===== config.mk =====
export PLATFORM = sky130hd
export DESIGN_NAME = grpc_message_deframer_unit_flat
export DESIGN_NICKNAME = d
export VERILOG_FILES = /design/src/design/gmd_pkg.sv /design/src/design/gmd_req_if.sv /design/src/design/gmd_rsp_if.sv /design/src/design/gmd_parser.sv /design/src/design/grpc_message_deframer_unit.sv /design/src/flat_wrapper.sv
export SDC_FILE = /design/constraint.sdc
export NUM_CORES = 1
export LEC_CHECK = 0
export BUFFER_PORTS_ARGS = -buffer_cell sky130_fd_sc_hd__buf_4
export CAP_MARGIN = 40
export CORE_UTILIZATION = 43
export DETAILED_ROUTE_END_ITERATION = 8
export HOLD_SLACK_MARGIN = 0.03
export PLACE_DENSITY = 0.63
export SETUP_SLACK_MARGIN = 0.5
export SYNTH_ARGS = -nofsm -noshare
export SYNTH_HDL_FRONTEND = slang
export SYNTH_SLANG_ARGS = --single-unit
export TNS_END_PERCENT = 100

===== constraint.sdc =====
create_clock -name clock -period 3.1 [get_ports clock]
set_input_delay 0.31 -clock clock [delete_from_list [all_inputs] [get_ports clock]]
set_output_delay 0.31 -clock clock [all_outputs]
set_load 0.01 [all_outputs]

===== src/design/gmd_pkg.sv =====
// Package for the gRPC message deframer: status codes, framing constants,
// and the result record. No dependencies.
package gmd_pkg;

   typedef logic [1:0] status_type;

   localparam status_type STATUS_OK          = 2'd0;
   localparam status_type STATUS_COMPRESSED  = 2'd1;
   localparam status_type STATUS_BAD_TAG     = 2'd2;
   localparam status_type STATUS_VARINT_LONG = 2'd3;

   localparam int         FIELD_HEADER_MAX = 6;
   localparam logic [7:0] FIELD_TAG        = 8'h0A;
   localparam logic [2:0] HDR_LAST_INDEX   = 3'd4;

   typedef struct packed {
      logic [7:0] out_byte;
      logic       out_valid;
      status_type status;
   } result_type;

endpackage


===== src/design/gmd_req_if.sv =====
// Request channel of the deframer: one stream byte per request.
// Depends on nothing.
interface gmd_req_if;
   logic       valid;
   logic       ready;
   logic [7:0] in_byte;

   modport source (output valid, output in_byte, input ready);
   modport sink (input valid, input in_byte, output ready);
endinterface


===== src/design/gmd_rsp_if.sv =====
// Response channel of the deframer: payload byte, its flag and the status.
// Depends on gmd_pkg for the status type.
interface gmd_rsp_if;
   logic               valid;
   logic               ready;
   logic [7:0]         out_byte;
   logic               out_valid;
   gmd_pkg::status_type status;

   modport source (output valid, output out_byte, output out_valid, output status,
                   input ready);
   modport sink (input valid, input out_byte, input out_valid, input status,
                 output ready);
endinterface


===== src/design/gmd_parser.sv =====
// Framing state of the deframer and the single-step update for one byte.
// Depends on gmd_pkg.
module gmd_parser #(
   parameter int FieldHeaderMax = gmd_pkg::FIELD_HEADER_MAX
) (
   input  logic                 clock,
   input  logic                 reset,
   input  logic                 step,
   input  logic [7:0]           in_byte,
   output gmd_pkg::result_type  result
);
   localparam int CountWidth = $clog2(FieldHeaderMax + 1);

   logic [31:0]           msg_rem_ff, msg_rem_in;
   logic [2:0]            hdr_count_ff, hdr_count_in;
   logic [31:0]           hdr_bytes_ff, hdr_bytes_in;
   logic [CountWidth-1:0] vcount_ff, vcount_in;
   logic [31:0]           vvalue_ff, vvalue_in;
   logic [31:0]           field_rem_ff, field_rem_in;
   gmd_pkg::status_type   error_ff, error_in;

   logic [2:0]  vcount_ext;
   logic [31:0] vbits;
   logic [31:0] vvalue_acc;

   assign vcount_ext = 3'(vcount_ff);

   always_comb begin
      case (vcount_ext)
         3'd1: vbits = {25'd0, in_byte[6:0]};
         3'd2: vbits = {18'd0, in_byte[6:0], 7'd0};
         3'd3: vbits = {11'd0, in_byte[6:0], 14'd0};
         3'd4: vbits = {4'd0, in_byte[6:0], 21'd0};
         3'd5: vbits = {in_byte[3:0], 28'd0};
         default: vbits = 32'd0;
      endcase
   end

   assign vvalue_acc = vvalue_ff | vbits;

   always_comb begin
      msg_rem_in   = msg_rem_ff;
      hdr_count_in = hdr_count_ff;
      hdr_bytes_in = hdr_bytes_ff;
      vcount_in    = vcount_ff;
      vvalue_in    = vvalue_ff;
      field_rem_in = field_rem_ff;
      error_in     = error_ff;
      result.out_byte  = 8'd0;
      result.out_valid = 1'b0;
      if (error_ff == gmd_pkg::STATUS_OK) begin
         if (msg_rem_ff == 32'd0) begin
            hdr_bytes_in = {hdr_bytes_ff[23:0], in_byte};
            hdr_count_in = hdr_count_ff + 3'd1;
            if (hdr_count_ff == gmd_pkg::HDR_LAST_INDEX) begin
               if (hdr_bytes_ff[31:24] != 8'd0) begin
                  error_in = gmd_pkg::STATUS_COMPRESSED;
               end else begin
                  msg_rem_in   = {hdr_bytes_ff[23:0], in_byte};
                  hdr_count_in = 3'd0;
                  vcount_in    = '0;
                  vvalue_in    = 32'd0;
                  field_rem_in = 32'd0;
               end
            end
         end else if (field_rem_ff == 32'd0) begin
            msg_rem_in = msg_rem_ff - 32'd1;
            if (vcount_ff >= CountWidth'(FieldHeaderMax)) begin
               error_in = gmd_pkg::STATUS_VARINT_LONG;
            end else if (vcount_ff == '0 && in_byte != gmd_pkg::FIELD_TAG) begin
               error_in = gmd_pkg::STATUS_BAD_TAG;
            end else begin
               vvalue_in = vvalue_acc;
               vcount_in = vcount_ff + CountWidth'(1);
               if (vcount_ff != '0 && !in_byte[7]) begin
                  field_rem_in = vvalue_acc;
                  vcount_in    = '0;
                  vvalue_in    = 32'd0;
               end
            end
         end else begin
            result.out_byte  = in_byte;
            result.out_valid = 1'b1;
            field_rem_in     = field_rem_ff - 32'd1;
            msg_rem_in       = msg_rem_ff - 32'd1;
         end
      end
      result.status = error_in;
   end

   always_ff @(posedge clock) begin
      if (reset) begin
         msg_rem_ff   <= 32'd0;
         hdr_count_ff <= 3'd0;
         hdr_bytes_ff <= 32'd0;
         vcount_ff    <= '0;
         vvalue_ff    <= 32'd0;
         field_rem_ff <= 32'd0;
         error_ff     <= gmd_pkg::STATUS_OK;
      end else if (step) begin
         msg_rem_ff   <= msg_rem_in;
         hdr_count_ff <= hdr_count_in;
         hdr_bytes_ff <= hdr_bytes_in;
         vcount_ff    <= vcount_in;
         vvalue_ff    <= vvalue_in;
         field_rem_ff <= field_rem_in;
         error_ff     <= error_in;
      end
   end

endmodule


===== src/design/grpc_message_deframer_unit.sv =====
// Top level of the gRPC message deframer: input register, parser step and
// result register. Depends on gmd_pkg, gmd_req_if, gmd_rsp_if and gmd_parser.
// A request's byte is held in the input register, passes through the parser step into the
// result register and is then offered on the response port, and one request is accepted
// every cycle while the response side keeps up.
// The parser advances once per byte as it moves from the input register to
// the result register. Synchronous reset clears all framing state and errors.
module grpc_message_deframer_unit #(
   parameter int FieldHeaderMax = gmd_pkg::FIELD_HEADER_MAX
) (
   input logic       clock,
   input logic       reset,
   gmd_req_if.sink   req_port,
   gmd_rsp_if.source rsp_port
);
   logic                s1_valid_ff, s1_valid_in;
   logic [7:0]          s1_byte_ff;
   logic                rsp_valid_ff, rsp_valid_in;
   gmd_pkg::result_type rsp_result_ff;
   gmd_pkg::result_type step_result;
   logic                s2_ready;
   logic                s2_take;
   logic                req_accept;

   assign s2_ready   = !rsp_valid_ff || rsp_port.ready;
   assign s2_take    = s1_valid_ff && s2_ready;
   assign req_port.ready = !s1_valid_ff || s2_take;
   assign req_accept = req_port.valid && req_port.ready;

   assign s1_valid_in  = req_accept || (s1_valid_ff && !s2_take);
   assign rsp_valid_in = s2_take || (rsp_valid_ff && !rsp_port.ready);

   gmd_parser #(
      .FieldHeaderMax(FieldHeaderMax)
   ) u_parser (
      .clock   (clock),
      .reset   (reset),
      .step    (s2_take),
      .in_byte (s1_byte_ff),
      .result  (step_result)
   );

   always_ff @(posedge clock) begin
      if (reset) begin
         s1_valid_ff  <= 1'b0;
         rsp_valid_ff <= 1'b0;
      end else begin
         s1_valid_ff  <= s1_valid_in;
         rsp_valid_ff <= rsp_valid_in;
      end
   end

   always_ff @(posedge clock) begin
      if (req_accept) begin
         s1_byte_ff <= req_port.in_byte;
      end
      if (s2_take) begin
         rsp_result_ff <= step_result;
      end
   end

   assign rsp_port.valid     = rsp_valid_ff;
   assign rsp_port.out_byte  = rsp_result_ff.out_byte;
   assign rsp_port.out_valid = rsp_result_ff.out_valid;
   assign rsp_port.status    = rsp_result_ff.status;

endmodule


===== src/flat_wrapper.sv =====
// flat-port wrapper written by rule: the top's interface ports become plain ports
module grpc_message_deframer_unit_flat 
#(
   parameter int FieldHeaderMax = gmd_pkg::FIELD_HEADER_MAX
)
  (clock, reset, req_port_valid, req_port_in_byte, req_port_ready, rsp_port_valid, rsp_port_out_byte, rsp_port_out_valid, rsp_port_status, rsp_port_ready);
  gmd_req_if req_port_i ();
  gmd_rsp_if rsp_port_i ();
  input logic clock;
  input logic reset;
  input wire logic [$bits(req_port_i.valid)-1:0] req_port_valid;
  input wire logic [$bits(req_port_i.in_byte)-1:0] req_port_in_byte;
  output wire logic [$bits(req_port_i.ready)-1:0] req_port_ready;
  output wire logic [$bits(rsp_port_i.valid)-1:0] rsp_port_valid;
  output wire logic [$bits(rsp_port_i.out_byte)-1:0] rsp_port_out_byte;
  output wire logic [$bits(rsp_port_i.out_valid)-1:0] rsp_port_out_valid;
  output wire logic [$bits(rsp_port_i.status)-1:0] rsp_port_status;
  input wire logic [$bits(rsp_port_i.ready)-1:0] rsp_port_ready;
  assign req_port_i.valid = req_port_valid;
  assign req_port_i.in_byte = req_port_in_byte;
  assign req_port_ready = req_port_i.ready;
  assign rsp_port_valid = rsp_port_i.valid;
  assign rsp_port_out_byte = rsp_port_i.out_byte;
  assign rsp_port_out_valid = rsp_port_i.out_valid;
  assign rsp_port_status = rsp_port_i.status;
  assign rsp_port_i.ready = rsp_port_ready;
  grpc_message_deframer_unit #(.FieldHeaderMax(FieldHeaderMax)) u_core (.clock(clock), .reset(reset), .req_port(req_port_i), .rsp_port(rsp_port_i));
endmodule

Yosys cells after proc, flatten, opt, wreduce, memory -nomap -nowiden
Cells that the tools add are included.
Widths: inputs -> output; s select.
{"block": "word_totals", "regBits": 157, "wordCells": 95, "input_bits": 12}
{"block": "classes", "magnitude_cmp": 1, "n_reduce_logical": 28, "n_bitwise": 2, "n_mux": 33, "eq_ne": 14, "add_sub_neg": 4}
{"operator": "$mux 32", "n": 15}
{"operator": "$pmux 32 s5", "n": 1}
{"operator": "$logic_not 32->1", "n": 2}
{"operator": "$sub 32x1->32 const B", "n": 2}
{"operator": "$or 32x32->32", "n": 1}
{"operator": "$mux 3", "n": 9}
{"operator": "$mux 2", "n": 7}
{"operator": "$reduce_and 7->1", "n": 2}
{"operator": "$eq 3x3->1 const B", "n": 3}
{"operator": "$ne 8x4->1 const B", "n": 1}
{"operator": "$reduce_bool 8->1", "n": 1}
{"operator": "$add 3x1->3 const B", "n": 2}
{"operator": "$eq 3x2->1 const B", "n": 2}
{"operator": "$logic_and 1x1->1", "n": 6}
{"operator": "$ne 2x2->1 const B", "n": 3}
{"operator": "$ne 3x3->1 const B", "n": 2}
{"operator": "$logic_not 1->1", "n": 5}
{"operator": "$logic_or 1x1->1", "n": 4}
{"operator": "$reduce_and 4->1", "n": 1}
{"operator": "$eq 3x1->1 const B", "n": 1}
{"operator": "$ge 3x3->1 const B", "n": 1}
{"operator": "$logic_not 3->1", "n": 1}
{"operator": "$ne 3x2->1 const B", "n": 1}
{"operator": "$reduce_and 3->1", "n": 1}
{"operator": "8 further kinds", "n": 8}

Longest topological paths before layout
Gate-level depths: netlist of run 1.
{"block": "depth", "depth_word": 8, "ltp_mapped": 11, "mapped_depth_nobuf": 8}

Modules after synthesis
From an unflattened synthesis of run 1, not the netlist that was laid out.
{"block": "unflattened", "hier_cells": 968, "area_unflattened_um2": 7637.3}
{"mod": "gmd_parser", "cells_each": 939, "n_inst": 1, "seq_area_each_um2": 2722.6, "area_per_inst_um2": 6962.9}
{"mod": "grpc_message_deframer_unit", "cells_each": 29, "n_inst": 1, "seq_area_each_um2": 610.6, "area_per_inst_um2": 674.4}

Worst setup path before layout of run 1
No wires, ideal clock.
{"block": "synth_path", "path_type": "register to register", "start": "reg u_core.u_parser.msg_rem_ff[0]", "end": "reg u_core.u_parser.msg_rem_ff[22]", "t_required_ns": 2.983, "setup_ns": 0.117, "arrival_ns": 2.931, "stages_incl_launch_ff": 11, "slack_ns": 0.052, "synth_period_minus_slack_ns": 3.048, "n_path_buf": 2, "path_cell_list": "dfxtp_1 -> inv_1 -> ha_1 -> or3b_2 -> or4_4 -> buf_2 -> or4_1 -> nand2_1 -> buf_2 -> nor2_1 -> a32o_1"}
{"block": "synth_between", "elab_chain_len": 3}
{"element": "start, declared", "line_no": "gmd_parser.sv:14", "source": "logic [31:0] msg_rem_ff, msg_rem_in;"}
{"element": "start signal, assigned", "line_no": "gmd_parser.sv:101", "source": "msg_rem_ff <= msg_rem_in;"}
{"element": "parallel branches: the longest is 3 deep, another holds $sub 32x1->32"}
Several ways; the timed one is not identified.
A chain may end at the register's enable or synchronous reset.

Final worst setup path of run 1
{"block": "layout_path", "start": "reg u_core.u_parser.msg_rem_ff[9]", "end": "reg u_core.u_parser.vvalue_ff[18]"}
{"block": "layout_between", "elab_chain_len": 3}
{"element": "$logic_not 32->1 *", "line_no": "gmd_parser.sv:52", "source": "if (msg_rem_ff == 32'd0) begin"}
{"element": "$ne 2x2->1 (no line) (tied with other cells)"}
{"element": "$reduce_and 7->1 (no line)"}
{"element": "end signal, assigned", "line_no": "gmd_parser.sv:105", "source": "vvalue_ff <= vvalue_in;"}
{"element": "end, declared", "line_no": "gmd_parser.sv:18", "source": "logic [31:0] vvalue_ff, vvalue_in;"}
Mark *: on every way between the ends. The rest lies on a longest branch, timed or not.

==> out/metrics.yaml, run 1 <==
outcome:
  outcome: "finished, final reports clean"
sta:
  whs_ns: 0.0479
  maxSlewViolCount: 0
  fin_crit_sh_pct: 94.4
  maxSlewHeadroom_pct: 29.1
  setup_viol_count_final: 0
  fin_crit_ns: 2.93
  timing.fmax_ghz: 0.342
  fin_skew_ns: 0.00866
  rsz0062_at_grt: "true"
  tns_ns: 0
  hold_violations: 0
  worst_pin_slew_ns: 1.06
final_layout:
  drive_gt1_share_pct: 30.1
  syn_to_final_growth_pct: 36.7
  layoutNonFillerInstCount: 1276
  fin_area_um2: 10500
  nets: 1061
  mostFrequentLayoutCell: "dfxtp_1"
  insertedDiodeCount: 0
  mostFrequentLayoutCells: "dfxtp_1, nand2_1, buf_4, a21oi_1, nor2_1"
yosys:
  synth.top_cell.area_share_pct: 35.9
  yosysSeqAreaShare_pct: 43.3
  synth_top_family_by_area: "compound AO/OA/AOI/OAI gates"
  synth_seq_cells: 157
  synth_area_um2: 7700
  synthXorXnorAreaFrac_pct: 0.683
  synthMuxAreaShare_pct: 0.992
  yosys.area.top_type: "dfxtp_1"
  synth.net_count: 969
  synthFlopType: "dfxtp_1"
  synthAdderAreaFrac_pct: 1.63
  synthArstFlopShare_pct: 0
  synth_area_leaders: "dfxtp_1, edfxtp_1, a21oi_1"
  synth_cell_type_count: 67
  synth_compound_area_share_pct: 24.0
  syn-instance-count: 947
  syn_area_per_cell_um2: 8.13
  synth-simple-area-share_pct: 24.0
  synth_edf_count: 19
  ys_warn_count: 0
clock_tree:
  cts_tree: "yes"
  cts_buffers: 17
  root_buffer: "clkbuf_16"
  cts_max_path_buffers: 2
  cts.sinks: 157
  clk_pin_slew_ns: 0.06
  clk_latency_ns: 0.44
  htreeDepth: 4
floorplan:
  io_pins: 25
  die_x_um: 136
  core_um2: 17400
  dieHeight_um: 136
  num_rows: 48
  dieArea_um2: 18400
  start_util_pct: 44.2
global_route:
  grt_use_met2_pct: 39.4
  use_met1_pct: 40.2
  antenna_found_initial: 0
  grt.met3_usage_pct: 5.09
  grt_pass1_wl_mm: 38.6
  grt_max_degree: 59
  grt_pass1_vias: 6920
  grt-busiest-layer: "met1"
  grt.total_usage_pct: 27.4
  overflow: 0
placed_design:
  dp_hpwl_mm: 14.8
  gp_congestion: 0.835
  port_buffers: 24
  dp_cells: 1190
  placed_cell_area_um2: 8500
routing:
  drtAntennaViolNets: 0
  viasPerCell: 6.20
  drtPass1Iterations: 6
  drt_iter0_markers: 742
  wl_per_cell_um: 20.1
  num_vias: 7914
  drc_errors: 0
  routed_wl_mm: 25.7
setup_path:
  critical_path_class: "flop to flop"
  slowest_stage: "or4_4"
  crit_path_end_kind: "flop"
  cp.arrival_ns: 3.30
  crit_fanout: 8
  path_buf_inv: 4
  crit_family: "simple AND/OR/NAND/NOR gates"
  cp_slowest_stage_delay_ns: 0.58
  worst_setup_path_start_kind: "flop"
  cp_cell_sequence: "or4_4, or4_4, buf_8, nor4_4, buf_6, a211oi_4, buf_6, a21o_4, clkbuf_16, nor2_1"
  crit_required_ns: 3.47
job:
  drv_cap: 0
hold_path:
  hp-class: "primary input to flop"
metrics by stage:
| step | setup WS (ns) | utilization (%) |
|---|---|---|
| after floorplan | 0.258 | - |
| after global placement | 0.0961 | 48.8 |
| after detailed placement | 0.0548 | 48.8 |
| after CTS | 0.239 | 57.1 |
| after global routing | 0.108 | 60.4 |
| final | 0.175 | 60.4 |
routing by layer:
layer  part of all wire [%]  wire (um)  vias to the layer above
met1                     45      11600                     3790
met4                    2.4        627                        0
li1                       -          -                     3676
met2                     44      11300                      386
met5                      0          0                        -
met3                    8.5       2180                       62
path summary, 6_finish.rpt:
kind / to / from / slack [ns] / cells past startpoint
worst max-delay path: u_core.u_parser.vvalue_ff[18] / u_core.u_parser.msg_rem_ff[9] / 0.17 / 10
worst min-delay path: u_core.s1_byte_ff[0] / req_port_in_byte[0] / 0.05 / 1
worst max register to register: u_core.u_parser.vvalue_ff[18] / u_core.u_parser.msg_rem_ff[9] / 0.17 / 10
worst min register to register: u_core.u_parser.hdr_bytes_ff[26] / u_core.u_parser.hdr_bytes_ff[26] / 0.45 / 2
what timing repair did:
item	in CTS	in global routing
gates resized for setup	83	105
pin swaps	43	20
hold buffers	0	0
endpoints found under the setup margin	147	147
cloned	10	4
setup buffers	34	7
cell type report:
class / instances / area, um2
clock inverter: 9 / 109
timing repair buffer: 143 / 1550
fill: 1482 / 6890
sequential: 157 / 3340
tap: 225 / 282
clock buffer: 22 / 485
multi-input combinational: 693 / 4650
inverter: 27 / 104
synth_stat cells (all sizes together), types with 6 or more instances:
master / n
a211oi: 21
nor3: 40
o32ai: 13
and2: 6
nand4: 14
a221oi: 7
or4: 17
nor4: 18
a32o: 6
a21oi: 113
and3: 10
ha: 10
nor2: 75
o21ai: 46
a21o: 10
clkbuf: 52
nand2b: 6
a31oi: 36
edfxtp: 19
inv: 27
or2: 6
buf: 20
nand2: 128
or3: 17
nand3: 20
dfxtp: 138
registers in the layout, indices dropped and copies added, names as in the netlist:
name                          flops
u_core.s1_valid_ff                1
u_core.rsp_port.status            2
u_core.u_parser.hdr_count_ff      3
u_core.s1_byte_ff                 8
u_core.u_parser.msg_rem_ff       32
u_core.u_parser.hdr_bytes_ff     32
u_core.rsp_port.out_valid         1
u_core.u_parser.vcount_ext        3
u_core.rsp_port.out_byte          8
u_core.rsp_port.valid             1
u_core.u_parser.field_rem_ff     32
u_core.u_parser.vvalue_ff        32
u_core.u_parser.error_ff          2
cell families after synthesis:
group,count (synthesis)
simple gates,375
compound gates,293
flops,157
buf+inv,99
fa+ha+maj,10
mux,7
xor+xnor,6
Power of run 1 is left out: the tool's default activity adds up to more than one toggle a clock period on the data nets, which glitch-free logic cannot reach.
==> inputs of run 2 (changes only) <==
--- a/config.mk
+++ b/config.mk
@@ -10,7 +10,7 @@
 export CORE_UTILIZATION = 43
 export DETAILED_ROUTE_END_ITERATION = 8
 export HOLD_SLACK_MARGIN = 0.03
-export PLACE_DENSITY = 0.63
+export PLACE_DENSITY = 0.73
 export SETUP_SLACK_MARGIN = 0.5
 export SYNTH_ARGS = -nofsm -noshare
 export SYNTH_HDL_FRONTEND = slang
==> run 2 against run 1 <==
Core utilization is essentially flat. Critical path depth is 2 lower. Design area hardly changed. Via count is 3.8% higher. Setup slack got worse by 0.015 ns. Cell count about the same. Count of clock-buffer cells in the layout fell by 5. Clock skew is 0.0069 ns higher. Non-clock buffer count down 4. Global-route usage shrank 2.4 points. First-iteration DRC count grew 52%. Flip-flop and latch count unchanged. Critical path type unchanged.
==> out/metrics.yaml, run 2 (synthesis results as in run 1) <==
outcome:
  outcome: "finished, final reports clean"
final_layout:
  mostFrequentLayoutCells: "dfxtp_1, nand2_1, buf_4, a21oi_1, nor2_1"
  seq_area_um2: 3340
  nets: 1059
  mostFrequentLayoutCell: "dfxtp_1"
  insertedDiodeCount: 0
  syn_to_final_growth_pct: 36.6
  drive_gt1_share_pct: 31.8
  nFillCells: 1322
  multi_input_area_um2: 4770
routing:
  met2WireLength_mm: 11.9
  drc_errors: 0
  routed.top_layer: "met4"
  num_vias: 8217
  wl_per_cell_um: 20.5
  drt_iter0_markers: 1126
  m1WireLength_mm: 10.6
  routed_wl_mm: 26.1
  viasPerCell: 6.44
  drtAntennaViolNets: 0
  route.met3.wl_mm: 2.71
  drtPass1Iterations: 5
setup_path:
  ff2ff_setup_slack_ns: 0.16
  critical_path_class: "flop to flop"
  crit_top_cell: "or4_4"
  crit_path_end_kind: "flop"
  slowest_stage: "or4_4"
  worst_setup_path_start_kind: "flop"
  cp.arrival_ns: 3.27
  cp_slowest_stage_delay_ns: 0.58
  r2r-end: "u_core.u_parser.vvalue_ff[29]"
  r2r_start: "u_core.u_parser.field_rem_ff[17]"
  crit_fanout: 8
  crit_required_ns: 3.43
  r2r_cells: 8
  cp_cell_sequence: "or4_4, or4_4, or4_4, a211oi_4, buf_6, a21o_4, clkbuf_16, nor2_1"
sta:
  fin_crit_sh_pct: 94.8
  setup_viol_count_final: 0
  maxSlewViolCount: 0
  timing.fmax_ghz: 0.340
  fin_crit_ns: 2.94
  fin_skew_ns: 0.0155
  maxSlewHeadroom_pct: 19.0
  tns_ns: 0
  rsz0062_at_grt: "true"
  hold_violations: 0
  worst_pin_slew_ns: 1.21
clock_tree:
  htreeDepth: 4
  ctsHoldBuffers: 0
  cts_buffers: 17
  cts_tree: "yes"
  root_buffer: "clkbuf_16"
  clk_pin_slew_ns: 0.07
  cts_max_path_buffers: 2
  cts.sinks: 157
  clk_latency_ns: 0.45
floorplan:
  io_pins: 25
  core_um2: 17400
  die_x_um: 136
  start_util_pct: 44.2
  dieHeight_um: 136
  num_rows: 48
  dieArea_um2: 18400
global_route:
  grt_max_degree: 57
  grt_pass1_wl_mm: 35.9
  grt.total_usage_pct: 25.0
  grt_pass1_vias: 6952
  antenna_found_initial: 0
  overflow: 0
placed_design:
  port_buffers: 24
  dp_hpwl_mm: 14.2
  gp_congestion: 0.904
hold_path:
  hp-class: "primary input to flop"
  worstHoldEndpoint: "u_core.s1_byte_ff[1]"
  worstHoldPathCells: 1
  min_from: "req_port_in_byte[1]"
job:
  drv_cap: 0
run 2: changes by cell type in the layout (fill, tap and decap cells not counted), sizes merged:
cell	delta
buf	-10
clkdlybuf4s15	+1
clkinv	-2
inv	+8
nand2	+3
nor2	-1
run 2: how the worst max path moves through the flow:
| stage | from | to | slack, ns |
|---|---|---|---|
| CTS | u_core.u_parser.msg_rem_ff[1] | u_core.u_parser.msg_rem_ff[24] | 0.29 |
| global route | u_core.u_parser.msg_rem_ff[0] | u_core.u_parser.msg_rem_ff[4] | 0.07 |
| finish | u_core.u_parser.field_rem_ff[17] | u_core.u_parser.vvalue_ff[29] | 0.16 |
| detailed placement | u_core.u_parser.msg_rem_ff[0] | u_core.u_parser.hdr_bytes_ff[15] | 0.05 |
| global placement | u_core.u_parser.msg_rem_ff[0] | u_core.u_parser.field_rem_ff[4] | 0.07 |
| floorplan | u_core.u_parser.msg_rem_ff[0] | u_core.u_parser.field_rem_ff[4] | 0.26 |
run 2: through the flow:
step           cells  cell area [um2]  hold WS, ns  utilization [%]  setup WS (ns)
6_report        1275            10500       0.0474             60.4          0.160
5_1_grt         1275            10500       0.0382             60.4         0.0714
4_1_cts         1243             9460       0.0407             54.3          0.288
3_5_place_dp    1191             8460        0.449             48.6         0.0495
3_3_place_gp    1189             8440        0.442             48.5         0.0722
2_1_floorplan    947             7830        0.409                -          0.258
run 2: timing repair:
action | in CTS | in global routing
setup endpoints to repair | 147 | 144
setup buffers | 19 | 15
pin swaps | 16 | 33
gates cloned | 1 | 17
endpoints found under the hold margin | 0 | 0
resized for setup | 58 | 154
run 2: worst max-delay path, delay by kind of cell (launching register included):
kind | cells | cell delay [ns]
AO/OA/AOI/OAI | 2 | 0.48
buffers and inverters | 2 | 0.40
flip-flops | 1 | 0.36
AND/OR/NAND/NOR | 4 | 1.59
run 2: layout make-up:
cell class                      instances  share of cell area (%)
Timing Repair Buffer                  139                    13.5
Clock inverter                         15                    1.68
Tap cell                              225                    2.68
Sequential cell                       157                    31.8
Clock buffer                           17                    4.05
Inverter                               27                   0.964
Multi-Input combinational cell        695                    45.4
run 2: metal layers:
layer  global-route usage (%)  vias up
li1                         -     3679
met1                     35.2     3874
met2                     37.4      558
met3                     4.68      106
met4                     10.2        0
met5                        0        -
Power of run 2 is left out for the same reason.
==> inputs of run 3 (changes only) <==
--- a/config.mk
+++ b/config.mk
@@ -11,6 +11,7 @@
 export DETAILED_ROUTE_END_ITERATION = 8
 export HOLD_SLACK_MARGIN = 0.03
 export PLACE_DENSITY = 0.73
+export REMOVE_ABC_BUFFERS = 1
 export SETUP_SLACK_MARGIN = 0.5
 export SYNTH_ARGS = -nofsm -noshare
 export SYNTH_HDL_FRONTEND = slang
==> run 3 against run 2 <==
Fmax is 3.4% lower. Register-to-register slack worse by 0.10 ns. Design area is 2.6% higher. Count of clock-buffer cells in the layout is 5 higher. Clock skew is 0.0065 ns lower. First-iteration DRC count is 7.2% higher. Global-route usage is 1.3 points higher. Via count is 3.5% higher. Critical path type unchanged. Core utilization is 1.6 points higher. Setup slack worse by 0.10 ns. Worst hold slack worse by 0.00062 ns.
==> out/metrics.yaml, run 3 (synthesis results as in run 1) <==
routing:
  wl_per_cell_um: 21.9
  routed_wl_mm: 28.2
  num_vias: 8502
  viasPerCell: 6.60
  drtAntennaViolNets: 0
  drtPass1Iterations: 7
  drt_iter0_markers: 1207
  drc_errors: 0
global_route:
  grt_pass1_wl_mm: 37.5
  antenna_found_initial: 0
  grt_pass1_vias: 7040
  overflow: 0
  grt.total_usage_pct: 26.3
  grt_max_degree: 58
sta:
  hold_violations: 0
  maxSlewHeadroom_pct: 35.5
  worst_pin_slew_ns: 0.966
  fin_crit_sh_pct: 98.1
  setup_viol_count_final: 0
  maxSlewViolCount: 0
  timing.fmax_ghz: 0.329
  timing.final.ws_setup_ns: 0.0581
  tns_ns: 0
  fin_skew_ns: 0.00905
  fin_crit_ns: 3.04
  rsz0062_at_grt: "true"
floorplan:
  core_um2: 17400
  dieHeight_um: 136
  die_x_um: 136
  io_pins: 25
  dieArea_um2: 18400
  num_rows: 48
  start_util_pct: 44.2
setup_path:
  crit_path_end_kind: "flop"
  ff2ff_setup_slack_ns: 0.06
  crit_fanout: 10
  critical_path_class: "flop to flop"
  cp.arrival_ns: 3.33
  worst_setup_path_start_kind: "flop"
  crit_required_ns: 3.38
placed_design:
  gp_congestion: 0.893
  dp_hpwl_mm: 14.7
  pre_cts_ws_ns: -0.0165
  dp_cells: 1201
  port_buffers: 24
final_layout:
  mostFrequentLayoutCell: "dfxtp_1"
  layoutNonFillerInstCount: 1288
  syn_to_final_growth_pct: 40.1
  nets: 1074
  insertedDiodeCount: 0
  nFillCells: 1281
  drive_gt1_share_pct: 33.8
  mostFrequentLayoutCells: "dfxtp_1, nand2_1, buf_4, a21oi_1, nor2_1"
clock_tree:
  htreeDepth: 4
  clk_latency_ns: 0.44
  cts_buffers: 17
  clk_pin_slew_ns: 0.06
  cts_max_path_buffers: 2
  root_buffer: "clkbuf_16"
  cts_tree: "yes"
  cts.sinks: 157
outcome:
  outcome: "finished, final reports clean"
job:
  drv_cap: 0
hold_path:
  hp-class: "primary input to flop"
## run 3: cell types whose count changed in the layout (fill, tap and decap cells not counted), sizes merged
cell           delta
nor2              -1
clkinvlp          -1
inv               -7
buf              +19
clkdlybuf4s15     -1
nand2             -3
clkbuf            +6
bufinv            +1
## run 3: path summary, 6_finish.rpt
| check | cells past startpoint | to | start |
|---|---|---|---|
| min reg2reg | 2 | u_core.u_parser.hdr_bytes_ff[31] | u_core.u_parser.hdr_bytes_ff[31] |
| max reg2reg | 13 | u_core.u_parser.msg_rem_ff[15] | u_core.u_parser.msg_rem_ff[0] |
| max | 13 | u_core.u_parser.msg_rem_ff[15] | u_core.u_parser.msg_rem_ff[0] |
| min | 1 | u_core.s1_byte_ff[2] | req_port_in_byte[2] |
## run 3: routing by layer
layer	vias up	global-route usage, %	part of all wire (%)
li1	3701	-	-
met1	3973	36.5	39
met2	677	38.9	45
met3	151	5.57	11
met4	0	11.9	5.4
met5	-	0	0
## run 3: per-stage QoR
step | util, % | cell area [um2] | hold slack, ns
floorplan | - | 7390 | 0.379
global placement | 48.9 | 8520 | 0.444
detailed placement | 49.0 | 8530 | 0.451
CTS | 55.8 | 9720 | 0.0355
global route | 61.9 | 10800 | 0.0355
finish | 61.9 | 10800 | 0.0468
## run 3: area by class of cell
type	count	area (um2)	area share (%)
sequential	157	3340	30.9
inverter	27	101	0.939
clock inverter	8	129	1.19
timing repair buffer	158	1730	16.0
tap	225	282	2.61
multi-input combinational	691	4730	43.8
clock buffer	22	485	4.50
## run 3: critical path, cell delays in order (launching register included)
cell and delay (ns):
dfxtp_2 0.33, inv_2 0.09, ha_4 0.15, or3b_4 0.39, or4_4 0.51, buf_8 0.15
buf_12 0.12, nor3_4 0.32, buf_4 0.19, buf_6 0.13, buf_12 0.14, nor2_1 0.05
o21ai_0 0.20, a21oi_1 0.10
## run 3: repair_timing
action / in CTS / in global routing
setup buffers: 19 / 21
hold buffers: 0 / 0
gates cloned: 5 / 12
setup endpoints to repair: 147 / 147
resized for setup: 82 / 176
pin swaps: 29 / 65
Power of run 3 is left out for the same reason.
